<file path="config.mk">
export PLATFORM = sky130hd
export DESIGN_NAME = timer_tick_time_accumulator
export DESIGN_NICKNAME = d
export VERILOG_FILES = /design/src/hw/rtl/ttta_pkg.sv /design/src/hw/rtl/timer_tick_time_accumulator.sv
export SDC_FILE = /design/constraint.sdc
export NUM_CORES = 1
export LEC_CHECK = 0
export BUFFER_PORTS_ARGS = -buffer_cell sky130_fd_sc_hd__buf_2
export CAP_MARGIN = 10
export CORE_ASPECT_RATIO = 1.5
export CORE_UTILIZATION = 34
export DETAILED_ROUTE_END_ITERATION = 7
export GPL_TIMING_DRIVEN = 0
export PLACE_DENSITY_LB_ADDON = 0.1
export SKIP_CTS_REPAIR_TIMING = 1
export SYNTH_ARGS = -nofsm -noshare
export SYNTH_HDL_FRONTEND = slang
export SYNTH_SLANG_ARGS = --single-unit
</file>
<file path="constraint.sdc">
create_clock -name clk -period 7.9 [get_ports clk]
set_input_delay 1.58 -clock clk [delete_from_list [all_inputs] [get_ports clk]]
set_output_delay 1.58 -clock clk [all_outputs]
set_load 0.1 [all_outputs]
</file>
<file path="src/hw/rtl/ttta_pkg.sv">
// ----------------------------------------------------------------------------
// ttta_pkg: shared types and constants for the timer tick time accumulator
// Holds word layouts, the duration clamp limits and the reciprocal constants
// used for the tick/microsecond conversions.
// ----------------------------------------------------------------------------
package ttta_pkg;

    // width of the wrapping microsecond clock
    localparam int TIME_BITS = 64;

    // stream word layouts
    localparam int IN_DATA_W  = 56;  // duration_us, counter_sample, wrap_seen, pad
    localparam int IN_USER_W  = 1;   // req_type
    localparam int OUT_DATA_W = 80;  // load_count, time_us
    localparam int OUT_USER_W = 1;   // result_kind

    // field widths
    localparam int DUR_W   = 32;
    localparam int CNT_W   = 16;
    localparam int TICKS_W = CNT_W + 1;
    localparam int TIME_W  = 64;

    // request and result kinds
    typedef enum logic [0:0] {
        REQ_SCHEDULE = 1'b0,
        REQ_SAMPLE   = 1'b1
    } req_kind_t;

    // duration clamp in microseconds
    localparam logic [DUR_W-1:0] MIN_US = 32'd250;
    localparam logic [DUR_W-1:0] MAX_US = 32'd54932;

    // load = floor(d * 1193 / 1000) as (d * ceil(2^32 * 1.193)) >> 32
    localparam int               LOAD_RECIP_W = 33;
    localparam logic [LOAD_RECIP_W-1:0] LOAD_RECIP = 33'd5123895985;
    localparam int               LOAD_PROD_W  = CNT_W + LOAD_RECIP_W;

    // us = floor(ticks * 1000 / 1193) as (ticks * ceil(2^32 * 1000 / 1193)) >> 32
    localparam int               US_RECIP_W = 32;
    localparam logic [US_RECIP_W-1:0] US_RECIP = 32'd3600140232;
    localparam int               US_PROD_W  = TICKS_W + US_RECIP_W;

    // common fraction width of both reciprocals
    localparam int RECIP_SHIFT = 32;

endpackage

</file>
<file path="src/hw/rtl/timer_tick_time_accumulator.sv">
// ----------------------------------------------------------------------------
// timer_tick_time_accumulator: time keeping for a 16-bit one-shot timer
// A schedule word clamps the duration and returns the tick count to load; a
// sample word turns the ticks passed since the last reference into us and
// adds them to a wrapping clock, returning the new time.
// ----------------------------------------------------------------------------
// Pipeline: a word passes the input register, tick stage, multiply stage
// and result register in that order before its result is presented.
// Throughput: one word per cycle; each stage is elastic, so a held result
// only stops the stages behind it once they fill.
// Reset: rst_n clears all valids, the clock, the reference count and the
// handled-wrap mark.
module timer_tick_time_accumulator
(
    input  logic                              clk,
    input  logic                              rst_n,
    input  logic                              s_axis_tvalid,
    output logic                              s_axis_tready,
    // [31:0] duration_us, [47:32] counter_sample, [48] wrap_seen, [55:49] zero
    input  logic [ttta_pkg::IN_DATA_W-1:0]    s_axis_tdata,
    // [0] req_type
    input  logic [ttta_pkg::IN_USER_W-1:0]    s_axis_tuser,
    output logic                              m_axis_tvalid,
    input  logic                              m_axis_tready,
    // [15:0] load_count, [79:16] time_us
    output logic [ttta_pkg::OUT_DATA_W-1:0]   m_axis_tdata,
    // [0] result_kind
    output logic [ttta_pkg::OUT_USER_W-1:0]   m_axis_tuser
);
    import ttta_pkg::*;

    // input register
    logic              in_valid_reg;
    req_kind_t         in_kind_reg;
    logic [DUR_W-1:0]  in_dur_reg;
    logic [CNT_W-1:0]  in_sample_reg;
    logic              in_wrap_reg;

    // tick stage
    logic                a_valid_reg;
    req_kind_t           a_kind_reg;
    logic [CNT_W-1:0]    a_load_reg;
    logic [TICKS_W-1:0]  a_ticks_reg;

    // multiply stage
    logic                  b_valid_reg;
    req_kind_t             b_kind_reg;
    logic [CNT_W-1:0]      b_load_reg;
    logic [US_PROD_W-1:0]  b_prod_reg;

    // result register
    logic               out_valid_reg;
    req_kind_t          out_kind_reg;
    logic [CNT_W-1:0]   out_load_reg;
    logic [TIME_W-1:0]  out_time_reg;

    // timer state
    logic [TIME_BITS-1:0] clock_reg;
    logic [TIME_BITS-1:0] clock_next;
    logic [CNT_W-1:0]     ref_reg;
    logic [CNT_W-1:0]     ref_next;
    logic                 wrap_handled_reg;
    logic                 wrap_handled_next;

    // stage advance enables
    logic out_load;
    logic b_load;
    logic a_load;
    logic in_load;

    // combinational stage values
    logic [DUR_W-1:0]       dur_clamped;
    logic [LOAD_PROD_W-1:0] load_prod;
    logic [CNT_W-1:0]       load_count;
    logic [TICKS_W-1:0]     ticks;
    logic [CNT_W-1:0]       sample_neg;

    // elastic handshake chain, output side first
    assign out_load      = b_valid_reg && (!out_valid_reg || m_axis_tready);
    assign b_load        = a_valid_reg && (!b_valid_reg || out_load);
    assign a_load        = in_valid_reg && (!a_valid_reg || b_load);
    assign s_axis_tready = !in_valid_reg || a_load;
    assign in_load       = s_axis_tvalid && s_axis_tready;

    // schedule: clamp and convert to ticks
    always_comb
    begin
        dur_clamped = in_dur_reg;
        if (in_dur_reg < MIN_US)
        begin
            dur_clamped = MIN_US;
        end
        else if (in_dur_reg > MAX_US)
        begin
            dur_clamped = MAX_US;
        end
        load_prod  = LOAD_PROD_W'(dur_clamped[CNT_W-1:0]) * LOAD_PROD_W'(LOAD_RECIP);
        load_count = load_prod[RECIP_SHIFT +: CNT_W];
    end

    // sample: ticks passed since the reference
    assign sample_neg = CNT_W'(0) - in_sample_reg;

    always_comb
    begin
        if (in_wrap_reg && !wrap_handled_reg)
        begin
            ticks = {1'b0, ref_reg} + {1'b0, sample_neg};
        end
        else if (ref_reg != '0)
        begin
            ticks = {1'b0, CNT_W'(ref_reg - in_sample_reg)};
        end
        else
        begin
            ticks = {1'b1, {CNT_W{1'b0}}} - {1'b0, in_sample_reg};
        end
    end

    // reference and wrap mark follow each word as it leaves the input register
    always_comb
    begin
        ref_next          = ref_reg;
        wrap_handled_next = wrap_handled_reg;
        if (a_load)
        begin
            if (in_kind_reg == REQ_SCHEDULE)
            begin
                ref_next          = load_count;
                wrap_handled_next = 1'b0;
            end
            else
            begin
                ref_next = in_sample_reg;
                if (in_wrap_reg)
                begin
                    wrap_handled_next = 1'b1;
                end
            end
        end
    end

    // clock accumulates in result order
    always_comb
    begin
        clock_next = clock_reg;
        if (out_load && (b_kind_reg == REQ_SAMPLE))
        begin
            clock_next = clock_reg
                       + TIME_BITS'(b_prod_reg[US_PROD_W-1:RECIP_SHIFT]);
        end
    end

    // control and state registers
    always_ff @(posedge clk or negedge rst_n)
    begin
        if (!rst_n)
        begin
            in_valid_reg     <= 1'b0;
            a_valid_reg      <= 1'b0;
            b_valid_reg      <= 1'b0;
            out_valid_reg    <= 1'b0;
            clock_reg        <= '0;
            ref_reg          <= '0;
            wrap_handled_reg <= 1'b0;
        end
        else
        begin
            if (s_axis_tready)
            begin
                in_valid_reg <= s_axis_tvalid;
            end
            if (!a_valid_reg || b_load)
            begin
                a_valid_reg <= a_load;
            end
            if (!b_valid_reg || out_load)
            begin
                b_valid_reg <= b_load;
            end
            if (!out_valid_reg || m_axis_tready)
            begin
                out_valid_reg <= out_load;
            end
            clock_reg        <= clock_next;
            ref_reg          <= ref_next;
            wrap_handled_reg <= wrap_handled_next;
        end
    end

    // payload registers
    always_ff @(posedge clk)
    begin
        if (in_load)
        begin
            in_kind_reg   <= req_kind_t'(s_axis_tuser[0]);
            in_dur_reg    <= s_axis_tdata[DUR_W-1:0];
            in_sample_reg <= s_axis_tdata[DUR_W +: CNT_W];
            in_wrap_reg   <= s_axis_tdata[DUR_W + CNT_W];
        end
        if (a_load)
        begin
            a_kind_reg  <= in_kind_reg;
            a_load_reg  <= load_count;
            a_ticks_reg <= ticks;
        end
        if (b_load)
        begin
            b_kind_reg <= a_kind_reg;
            b_load_reg <= a_load_reg;
            b_prod_reg <= US_PROD_W'(a_ticks_reg) * US_PROD_W'(US_RECIP);
        end
        if (out_load)
        begin
            out_kind_reg <= b_kind_reg;
            if (b_kind_reg == REQ_SCHEDULE)
            begin
                out_load_reg <= b_load_reg;
                out_time_reg <= '0;
            end
            else
            begin
                out_load_reg <= '0;
                out_time_reg <= TIME_W'(clock_next);
            end
        end
    end

    // output word
    assign m_axis_tvalid = out_valid_reg;
    assign m_axis_tdata  = {out_time_reg, out_load_reg};
    assign m_axis_tuser  = out_kind_reg;

endmodule

</file>
# ---- After elaboration in Yosys (flattened, before gate mapping)
# Index checks and enable logic that the tools add are counted.
dict set report totals {
  inputBits 61
  ff_bits 313
  word_cells 55
  out_inout_bits 83
}
dict set report classes {
  n_reduce_logical 17
  eq_ne 1
  magnitude_cmp 2
  mux 8
  add_sub_neg 5
  multipliers 2
}
# operator count
set op_table {}
lappend op_table {{$add A64 B17 Y64} 1}
lappend op_table {{$mux W64} 1}
lappend op_table {{$mul A16 B33 Y48 const B} 1}
lappend op_table {{$mux W16} 3}
lappend op_table {{$mul A17 B29 Y46 const B} 1}
lappend op_table {{$mux W17} 2}
lappend op_table {{$gt A32 B16 Y1 const B} 1}
lappend op_table {{$lt A32 B8 Y1 const B} 1}
lappend op_table {{$add A16 B16 Y17} 1}
lappend op_table {{$sub A17 B16 Y17 const A} 1}
lappend op_table {{$reduce_bool A16 Y1} 1}
lappend op_table {{$sub A1 B16 Y16 const A} 1}
lappend op_table {{$sub A16 B16 Y16} 1}
lappend op_table {{$logic_and A1 B1 Y1} 6}
lappend op_table {{$logic_not A1 Y1} 5}
lappend op_table {{$logic_or A1 B1 Y1} 4}
lappend op_table {{$mux W1} 2}
lappend op_table {{$ne A2 B1 Y1 const B} 1}
lappend op_table {{$reduce_and A2 Y1} 1}

# ---- Longest topological paths before layout
# Gate-level depths: netlist (run 1).
dict set report depth {
  word_depth 9
  mapped_depth 31
  ltp_nobuf 30
}

# ---- Least setup slack after synthesis (run 1)
# OpenSTA, ideal clock, no wires.
dict set report synth_timing {
  path_type {in2reg}
  startpoint {input m_axis_tready}
  endpoint {register out_time_reg[52], data pin}
  cell_stages 11
  path_slack_ps 409
  required_ps 7640
  n_path_buf 1
  t_arrival_ps 7231
  cell_sequence {nor2b_1 nor2b_1 and2_1 nand3_1 nor2_1 nand3_1 or3_1 nand2_1 buf_2 nand4_1 mux2i_1}
}
dict set report synth_between {
  elab_chain_len 4
}
# element line
set synth_rtl {}
lappend synth_rtl {{start: declaration} timer_tick_time_accumulator.sv:24} ;# input logic m_axis_tready,
lappend synth_rtl {{$logic_or A1 B1 Y1} timer_tick_time_accumulator.sv:79} ;# assign out_load = b_valid_reg && (!out_valid_reg || m_axis_tready);
lappend synth_rtl {{$logic_and A1 B1 Y1} timer_tick_time_accumulator.sv:79}
lappend synth_rtl {{net out_load} timer_tick_time_accumulator.sv:66} ;# logic out_load;
lappend synth_rtl {{$logic_and A1 B1 Y1} timer_tick_time_accumulator.sv:147} ;# if (out_load && (b_kind_reg == REQ_SAMPLE))
lappend synth_rtl {{$mux W64} timer_tick_time_accumulator.sv:147}
lappend synth_rtl {{end signal: assignment} timer_tick_time_accumulator.sv:224} ;# out_time_reg <= TIME_W'(clock_next);
lappend synth_rtl {{end: declaration} timer_tick_time_accumulator.sv:55} ;# logic [TIME_W-1:0] out_time_reg;
# The timed path passes the listed nets, and every way through them passes these cells.
# A chain may end at the register's enable or synchronous reset.

# ---- Worst setup path in the final report (run 1)
dict set report layout_timing {
  startpoint {register in_dur_reg[8]}
  endpoint {register ref_reg[11]}
}
dict set report layout_between {
  elab_chain_len 5
  word_cells_on_any_way 6
}
# element line
set layout_rtl {}
lappend layout_rtl {{start: declaration} timer_tick_time_accumulator.sv:35} ;# logic [DUR_W-1:0] in_dur_reg;
lappend layout_rtl {{start signal: assignment} timer_tick_time_accumulator.sv:197} ;# in_dur_reg <= s_axis_tdata[DUR_W-1:0];
lappend layout_rtl {{$gt A32 B16 Y1} timer_tick_time_accumulator.sv:93} ;# else if (in_dur_reg > MAX_US)
lappend layout_rtl {{$mux W16} timer_tick_time_accumulator.sv:93}
lappend layout_rtl {{$mux W16 (*)} timer_tick_time_accumulator.sv:89} ;# if (in_dur_reg < MIN_US)
lappend layout_rtl {{$mul A16 B33 Y48 (*)} timer_tick_time_accumulator.sv:97} ;# load_prod = LOAD_PROD_W'(dur_clamped[CNT_W-1:0]) * LOAD_PROD_W'(LOAD_RECIP);
lappend layout_rtl {{net load_prod[43]} timer_tick_time_accumulator.sv:73} ;# logic [LOAD_PROD_W-1:0] load_prod;
lappend layout_rtl {{$mux W16 (*)} timer_tick_time_accumulator.sv:127} ;# if (in_kind_reg == REQ_SCHEDULE)
lappend layout_rtl {{end signal: assignment} timer_tick_time_accumulator.sv:186} ;# ref_reg <= ref_next;
lappend layout_rtl {{end: declaration} timer_tick_time_accumulator.sv:60} ;# logic [CNT_W-1:0] ref_reg;
# The timed path passes the listed nets; every way through them passes the cells marked *.

==> impl_metrics.py, run 1 <==
metrics = {
    "die": {
        "dieArea_sq_mm": 0.0834,
        "die_h_um": 353,
        "row_count": 128,
        "core_sq_mm": 0.0814,
        "die_w_um": 236,
        "start_util_pct": 34.4,
        "boundaryPins": 144,
    },
    "routing": {
        "routed_wl_um": 76900,
        "routedWlPerCell_um": 19.9,
        "remaining_drc_errors": 0,
        "ant_nets": 0,
        "initialDrtViolationCount": 716,
        "dr.pass1.iters": 5,
        "vias": 18628,
        "routed_via_density": 4.82,
    },
    "sta": {
        "slew_violations": 0,
        "worst_pin_slew_ns": 0.926,
        "maxSlewHeadroom_pct": 38.3,
        "clock.fmax_mhz": 128,
        "clock_skew_ns": 0.0162,
        "fin_crit_sh_pct": 98.7,
        "tns_ns": 0,
        "rsz0062_at_grt": "true",
        "finalHoldViolCount": 0,
        "setup_viol": 0,
        "fin_crit_ns": 7.80,
    },
    "synth": {
        "syn_area_sq_mm": 0.0279,
        "postSynthNetCount": 3357,
        "yosys_warnings": 0,
        "synth-seq-area-share_pct": 29.0,
        "synth_edf_count": 199,
        "ys_types": 69,
        "synthCells": 2540,
        "synthArstFlopShare_pct": 29.9,
        "synth_top_cell_by_area": "fa_1",
        "yosys_most_used_dff": "edfxtp_1",
        "syn_area_per_cell_sq_um": 11.0,
        "synth-seq-cells": 284,
        "synth.area.top_cells": "fa_1, edfxtp_1, ha_1",
        "synth_top_cell_area_share_pct": 23.9,
    },
    "clock_tree": {
        "htree_num_levels": 1,
        "clock_sinks": 284,
        "clk_latency_ns": 0.61,
        "path_clk_slew_ns": 0.06,
        "cts_buffers": 31,
        "cts_tree": "yes",
        "cts_buffer_depth": 3,
        "clockRootBuffer": "clkbuf_16",
    },
    "place": {
        "gp_congestion": 0.957,
        "io_buffers": 136,
        "dpl.hpwl_um": 65600,
    },
    "flow_run": {
        "drv_cap": 0,
    },
    "global_routing": {
        "grt_pass1_vias": 20400,
        "grt_pass1_wl_um": 118000,
        "grt_max_degree": 64,
        "antenna_found_initial": 0,
        "gr-total-overflow": 0,
        "grt.total_usage_pct": 18.8,
    },
    "layout": {
        "multiInputGateArea_sq_mm": 0.0186,
        "area_growth_pct": 16.5,
        "final.fill_count": 8013,
        "drive_gt1_share_pct": 15.2,
        "regArea_sq_mm": 0.00810,
        "layout.nets": 3614,
    },
    "setup_path": {
        "worstPathRequired_ns": 8.44,
        "crit_fanout": 5,
        "critPathArrivalTime_ns": 8.34,
        "cp-end-kind": "register",
        "critPathKind": "reg -> reg",
        "worstSetupStartpointType": "register",
    },
    "outcome": {
        "outcome": "finished, final reports clean",
    },
    "min_path": {
        "hold_class": "reg -> reg",
    },
}
## synth_stat cells (all sizes together) (35+ instances only)
cell type,count
nand2,131
xor2,43
nand3,41
inv,512
and2,58
ha,423
dfrtp,85
xnor2,89
a21o,35
a21oi,93
nor2,101
fa,333
o21ai,81
edfxtp,199
## per-layer routing
| metal | GRT usage, % | routed length [um] | vias up |
|---|---|---|---|
| li1 | - | - | 8928 |
| met1 | 18.9 | 27100 | 9266 |
| met2 | 38.2 | 44000 | 291 |
| met3 | 1.43 | 1600 | 143 |
| met4 | 8.93 | 4230 | 0 |
| met5 | 0 | 0 | - |
## critical path: stages (launching register included)
cell and delay [ns]:
edfxtp_1 0.42, or4b_1 0.52, o31ai_1 0.27, a221o_2 0.32, nand2_8 0.10, nor2_4 0.27
clkinvlp_4 0.15, buf_4 0.17, ha_4 0.29, inv_1 0.05, fa_1 0.49, inv_1 0.06
fa_1 0.50, fa_2 0.58, fa_1 0.45, fa_1 0.54, ha_4 0.30, and4_4 0.22
and3_4 0.20, a221oi_4 0.09, nor4b_4 0.27, o21ai_2 0.13, a21oi_4 0.24, buf_12 0.15
o21ai_4 0.07, xnor2_1 0.56, mux2i_1 0.16, o21ai_1 0.14
## path summary, 6_finish.rpt
path	startpoint	to	slack, ns	depth (start not counted)
max in group asynchronous	rst_n	clock_reg[47]	6.33	2
worst min register to register	a_load_reg[12]	b_load_reg[12]	0.42	0
min in group asynchronous	rst_n	in_valid_reg	0.88	1
worst min-delay path	a_load_reg[12]	b_load_reg[12]	0.42	0
worst max register to register	in_dur_reg[8]	ref_reg[11]	0.10	27
worst max-delay path	in_dur_reg[8]	ref_reg[11]	0.10	27
## final cells by class
class / count / area share [%]
multi-input combinational: 1716 / 57.0
clock inverter: 23 / 0.649
clock buffer: 35 / 2.55
timing repair buffer: 225 / 4.55
sequential: 284 / 24.9
buffer: 27 / 0.315
inverter: 512 / 6.03
antenna: 1 / 0.00768
tap: 1040 / 4.00
## cells in the final DEF (no fill, tap or decap), types with 55 or more instances in the layout
master / count
buf_2: 136
ha_1: 391
inv_1: 489
nand2_1: 126
fa_1: 328
dfrtp_1: 85
nor2_1: 91
edfxtp_1: 199
o21ai_0: 60
a21oi_1: 81
xnor2_1: 84
buf_4: 78
and2_1: 55
## cells by family (layout without fill, tap and decap cells)
family	Yosys count	in the layout	synth area share [%]
fa+ha+maj	756	756	42.8
buf+inv	541	822	7.27
simple gates	494	495	8.89
compound gates	309	309	7.06
flops	284	284	29.0
xor+xnor	132	132	4.14
mux	24	24	0.864
other cells	0	1	0
## metrics by stage
step | cells | area, sq um | hold slack, ns | utilization [%] | worst slack [ns]
floorplan | 2540 | 27900 | 0.400 | - | 0.409
global placement | 3716 | 29900 | 0.403 | 36.8 | -2.48
detailed placement | 3721 | 30100 | 0.405 | 36.9 | -2.25
CTS | 3779 | 31100 | 0.420 | 38.2 | -2.28
global route | 3862 | 32600 | 0.424 | 40.0 | -0.0695
finish | 3863 | 32600 | 0.419 | 40.0 | 0.100
Power of run 1 is left out: the tool's default activity adds up to more than one toggle a clock period on the data nets, which glitch-free logic cannot reach.
==> run 2: changes to the inputs <==
- CAP_MARGIN: 10 -> 20
- HOLD_SLACK_MARGIN: default -> 0.05
- clock period: 7.9 -> 6.45 ns (I/O delays scaled with it)
==> impl_metrics.py, run 2 (synthesis results as in run 1) <==
metrics = {
    "routing": {
        "routed_wl_um": 77400,
        "initialDrtViolationCount": 666,
        "dr.pass1.iters": 5,
        "remaining_drc_errors": 0,
        "routedWlPerCell_um": 19.8,
        "vias": 18970,
        "routed_via_density": 4.85,
        "ant_nets": 0,
    },
    "place": {
        "dpl.hpwl_um": 65600,
        "dp_slack_ns": -2.18,
        "io_buffers": 136,
        "gp_congestion": 0.934,
    },
    "clock_tree": {
        "clk_latency_ns": 0.61,
        "cts_buffers": 31,
        "cts_buffer_depth": 3,
        "htree_num_levels": 1,
        "cts_tree": "yes",
        "path_clk_slew_ns": 0.07,
        "clock_sinks": 284,
        "clockRootBuffer": "clkbuf_16",
    },
    "layout": {
        "drive_gt1_share_pct": 19.3,
        "antennaDiodeCount": 0,
        "area_growth_pct": 20.6,
        "final_common_cell": "inv_1",
        "utilization_pct": 41.4,
        "layout_common_cells": "inv_1, ha_1, fa_1",
        "final.fill_count": 7900,
        "layout.nets": 3667,
    },
    "sta": {
        "fin_crit_sh_pct": 118,
        "worst_pin_slew_ns": 0.752,
        "clock.fmax_mhz": 131,
        "worst_slack_ns": -1.18,
        "hold_ws_ns": 0.415,
        "slew_violations": 0,
        "maxSlewHeadroom_pct": 49.9,
        "tns_ns": -29.58,
        "setup_viol": 32,
        "clock_skew_ns": 0.0144,
        "rsz0062_at_grt": "true",
        "finalHoldViolCount": 0,
        "fin_crit_ns": 7.63,
    },
    "outcome": {
        "outcome": "finished with violations",
        "violations": "negative setup slack",
    },
    "flow_run": {
        "drv_cap": 0,
    },
    "setup_path": {
        "crit_top_cell": "fa_1",
        "critPathArrivalTime_ns": 8.16,
        "worstSetupStartpointType": "register",
        "worstPathRequired_ns": 6.98,
        "slowest_delay_ns": 0.55,
        "crit_fanout": 6,
        "cp_slowest_cell": "fa_1",
        "critPathKind": "reg -> reg",
        "cp-end-kind": "register",
    },
    "die": {
        "core_sq_mm": 0.0814,
        "die_h_um": 353,
        "dieArea_sq_mm": 0.0834,
        "boundaryPins": 144,
        "start_util_pct": 34.4,
        "row_count": 128,
        "die_w_um": 236,
    },
    "min_path": {
        "hold_class": "reg -> reg",
    },
    "global_routing": {
        "grt_pass1_wl_um": 119000,
        "antenna_found_initial": 0,
        "grt_pass1_vias": 20657,
        "grt_max_degree": 60,
        "grt.total_usage_pct": 18.9,
        "gr-total-overflow": 0,
    },
}
==> run 2: cell count changes in the layout (fill, tap and decap cells not counted), moves of 8 or more <==
cell and delta:
fa_1 -10, buf_4 +44, a21oi_1 -12, inv_4 +9, fa_2 +10, a21oi_2 +9, inv_2 +8, ha_1 -15
clkinvlp_4 -12, inv_1 -13, ha_4 +17
==> run 2: metrics by stage <==
| step | cells | instance area [sq um] |
|---|---|---|
| floorplan | 2540 | 28300 |
| global placement | 3716 | 30300 |
| detailed placement | 3722 | 30400 |
| CTS | 3780 | 31600 |
| global route | 3915 | 33700 |
| finish | 3915 | 33700 |
==> run 2: per-layer routing <==
metal  GRT usage (%)  wire, um  part of all wire, %
met4            8.37      3720                  4.8
met5               0         0                    0
met3            1.92      2000                  2.6
met2            38.4     44600                   58
met1            18.8     27100                   35
==> run 2: worst paths after layout <==
check                                 to          start  slack (ns)  cells past startpoint
setup / recovery             ref_reg[15]  in_dur_reg[8]       -1.18                     30
hold / removal             b_load_reg[4]  a_load_reg[4]        0.42                      0
setup reg to reg             ref_reg[15]  in_dur_reg[8]       -1.18                     30
hold reg to reg            b_load_reg[4]  a_load_reg[4]        0.42                      0
max in group asynchronous    b_valid_reg          rst_n        5.14                      2
min in group asynchronous  clock_reg[36]          rst_n        0.60                      1
==> run 2: cell type report <==
type                       instances  area [sq um]  area share (%)
buffer                            28           108           0.319
sequential                       284          8100            24.0
multi-input combinational       1716         19100            56.6
inverter                         512          2000            5.92
tap                             1040          1300            3.86
timing repair buffer             277          1940            5.75
clock inverter                    27           405            1.20
clock buffer                      31           776            2.30
==> run 2: worst max-delay path: cells and delay by family (launching register included) <==
kind	cells	cell delay, ns
buf+inv	7	0.66
mux	1	0.10
xor+xnor	1	0.17
compound gates	8	1.57
flops	1	0.43
fa+ha+maj	7	3.03
simple gates	6	1.54
Power of run 2 is left out for the same reason.
==> run 3: changes to the inputs <==
- CORE_UTILIZATION: 34 -> 46
==> impl_metrics.py, run 3 (synthesis results as in run 1) <==
metrics = {
    "sta": {
        "worst_pin_slew_ns": 0.903,
        "maxSlewHeadroom_pct": 39.8,
        "fin_crit_sh_pct": 120,
        "finalHoldViolCount": 0,
        "setup_viol": 33,
        "fin_crit_ns": 7.77,
        "hold_ws_ns": 0.407,
        "slew_violations": 0,
        "clock_skew_ns": 0.0338,
        "clock.fmax_mhz": 129,
        "worst_slack_ns": -1.32,
        "rsz0062_at_grt": "true",
    },
    "setup_path": {
        "worstSetupStartpoint": "in_dur_reg[1]",
        "crit_fanout": 8,
        "cp-end-kind": "register",
        "critPathArrivalTime_ns": 8.26,
        "worstSetupStartpointType": "register",
        "critPathKind": "reg -> reg",
        "worstPathRequired_ns": 6.94,
        "r2r_start": "in_dur_reg[1]",
    },
    "place": {
        "dp_slack_ns": -2.01,
        "dpl.hpwl_um": 61000,
        "io_buffers": 136,
        "gp_congestion": 0.947,
        "dp.cells": 3464,
    },
    "min_path": {
        "hold_class": "reg -> reg",
        "holdCritStartpoint": "a_load_reg[5]",
    },
    "routing": {
        "initialDrtViolationCount": 714,
        "ant_nets": 0,
        "dr.pass1.iters": 5,
        "routed_via_density": 5.21,
        "vias": 19006,
        "routedWlPerCell_um": 19.9,
        "remaining_drc_errors": 0,
        "routed_wl_um": 72500,
    },
    "clock_tree": {
        "clk_latency_ns": 0.59,
        "cts_buffer_depth": 3,
        "cts_buffers": 28,
        "htree_num_levels": 1,
        "cts_tree": "yes",
        "clock_sinks": 284,
        "clockRootBuffer": "clkbuf_16",
        "path_clk_slew_ns": 0.07,
    },
    "layout": {
        "final.fill_count": 5318,
        "drive_gt1_share_pct": 18.0,
        "layout_common_cells": "inv_1, ha_1, fa_1",
        "antennaDiodeCount": 0,
        "area_growth_pct": 17.5,
        "stdcell_count": 3646,
        "layout.nets": 3657,
        "final_common_cell": "inv_1",
    },
    "outcome": {
        "outcome": "finished with violations",
        "violations": "negative setup slack",
    },
    "die": {
        "die_w_um": 203,
        "row_count": 110,
        "die_h_um": 304,
        "dieArea_sq_mm": 0.0618,
        "core_sq_mm": 0.0600,
        "start_util_pct": 46.6,
        "boundaryPins": 144,
    },
    "global_routing": {
        "grt.total_usage_pct": 23.9,
        "grt_pass1_wl_um": 112000,
        "grt_pass1_vias": 20519,
        "gr-total-overflow": 0,
        "grt_max_degree": 65,
        "antenna_found_initial": 0,
    },
    "flow_run": {
        "drv_cap": 0,
    },
}
-- run 3: area by class of cell --
type / instances / area [sq um] / area share [%]
multi-input combinational: 1716 / 18900 / 57.5
sequential: 284 / 8100 / 24.7
inverter: 512 / 1980 / 6.03
timing repair buffer: 270 / 1780 / 5.43
tap: 784 / 981 / 2.99
clock buffer: 33 / 749 / 2.28
clock inverter: 19 / 263 / 0.800
buffer: 28 / 108 / 0.328
-- run 3: worst max-delay path, cell delays in order, from the launching register on --
cell       delay (ns)
edfxtp_1         0.41
or4b_4           0.57
o31ai_4          0.24
a221o_2          0.31
and2_4           0.29
a21o_4           0.24
buf_4            0.16
ha_4             0.18
inv_1            0.07
fa_1             0.51
inv_1            0.06
fa_1             0.52
fa_1             0.45
fa_1             0.53
fa_1             0.51
ha_1             0.32
a21oi_1          0.25
nor2_2           0.09
a221oi_4         0.47
nor4b_4          0.11
o21ai_2          0.23
a21oi_4          0.09
buf_12           0.15
o2111ai_4        0.24
a31oi_2          0.15
xnor2_2          0.26
mux2i_1          0.12
o21ai_1          0.14
-- run 3: worst paths after layout --
path / depth (start not counted) / end / slack [ns]
setup reg to reg: 27 / ref_reg[15] / -1.32
max in group asynchronous: 2 / clock_reg[10] / 5.17
min in group asynchronous: 1 / ref_reg[1] / 0.63
hold reg to reg: 0 / b_load_reg[5] / 0.41
hold / removal: 0 / b_load_reg[5] / 0.41
setup / recovery: 27 / ref_reg[15] / -1.32
-- run 3: through the flow --
step	area, sq um	utilization [%]	setup TNS [ns]
after floorplan	28300	-	-4.72
after global placement	29900	49.9	-115.90
after detailed placement	30000	50.0	-65.39
after CTS	31000	51.7	-66.66
after global routing	32800	54.7	-41.48
final	32800	54.7	-35.80
-- run 3: layer usage --
layer  track usage [%]  share of wire (%)  vias to the layer above
met4              14.9                7.1                        0
met2              46.2                 56                      395
met1              24.3                 34                     9401
li1                  -                  -                     9019
met5                 0                  0                        -
met3              2.18                2.7                      191
Power of run 3 is left out for the same reason.
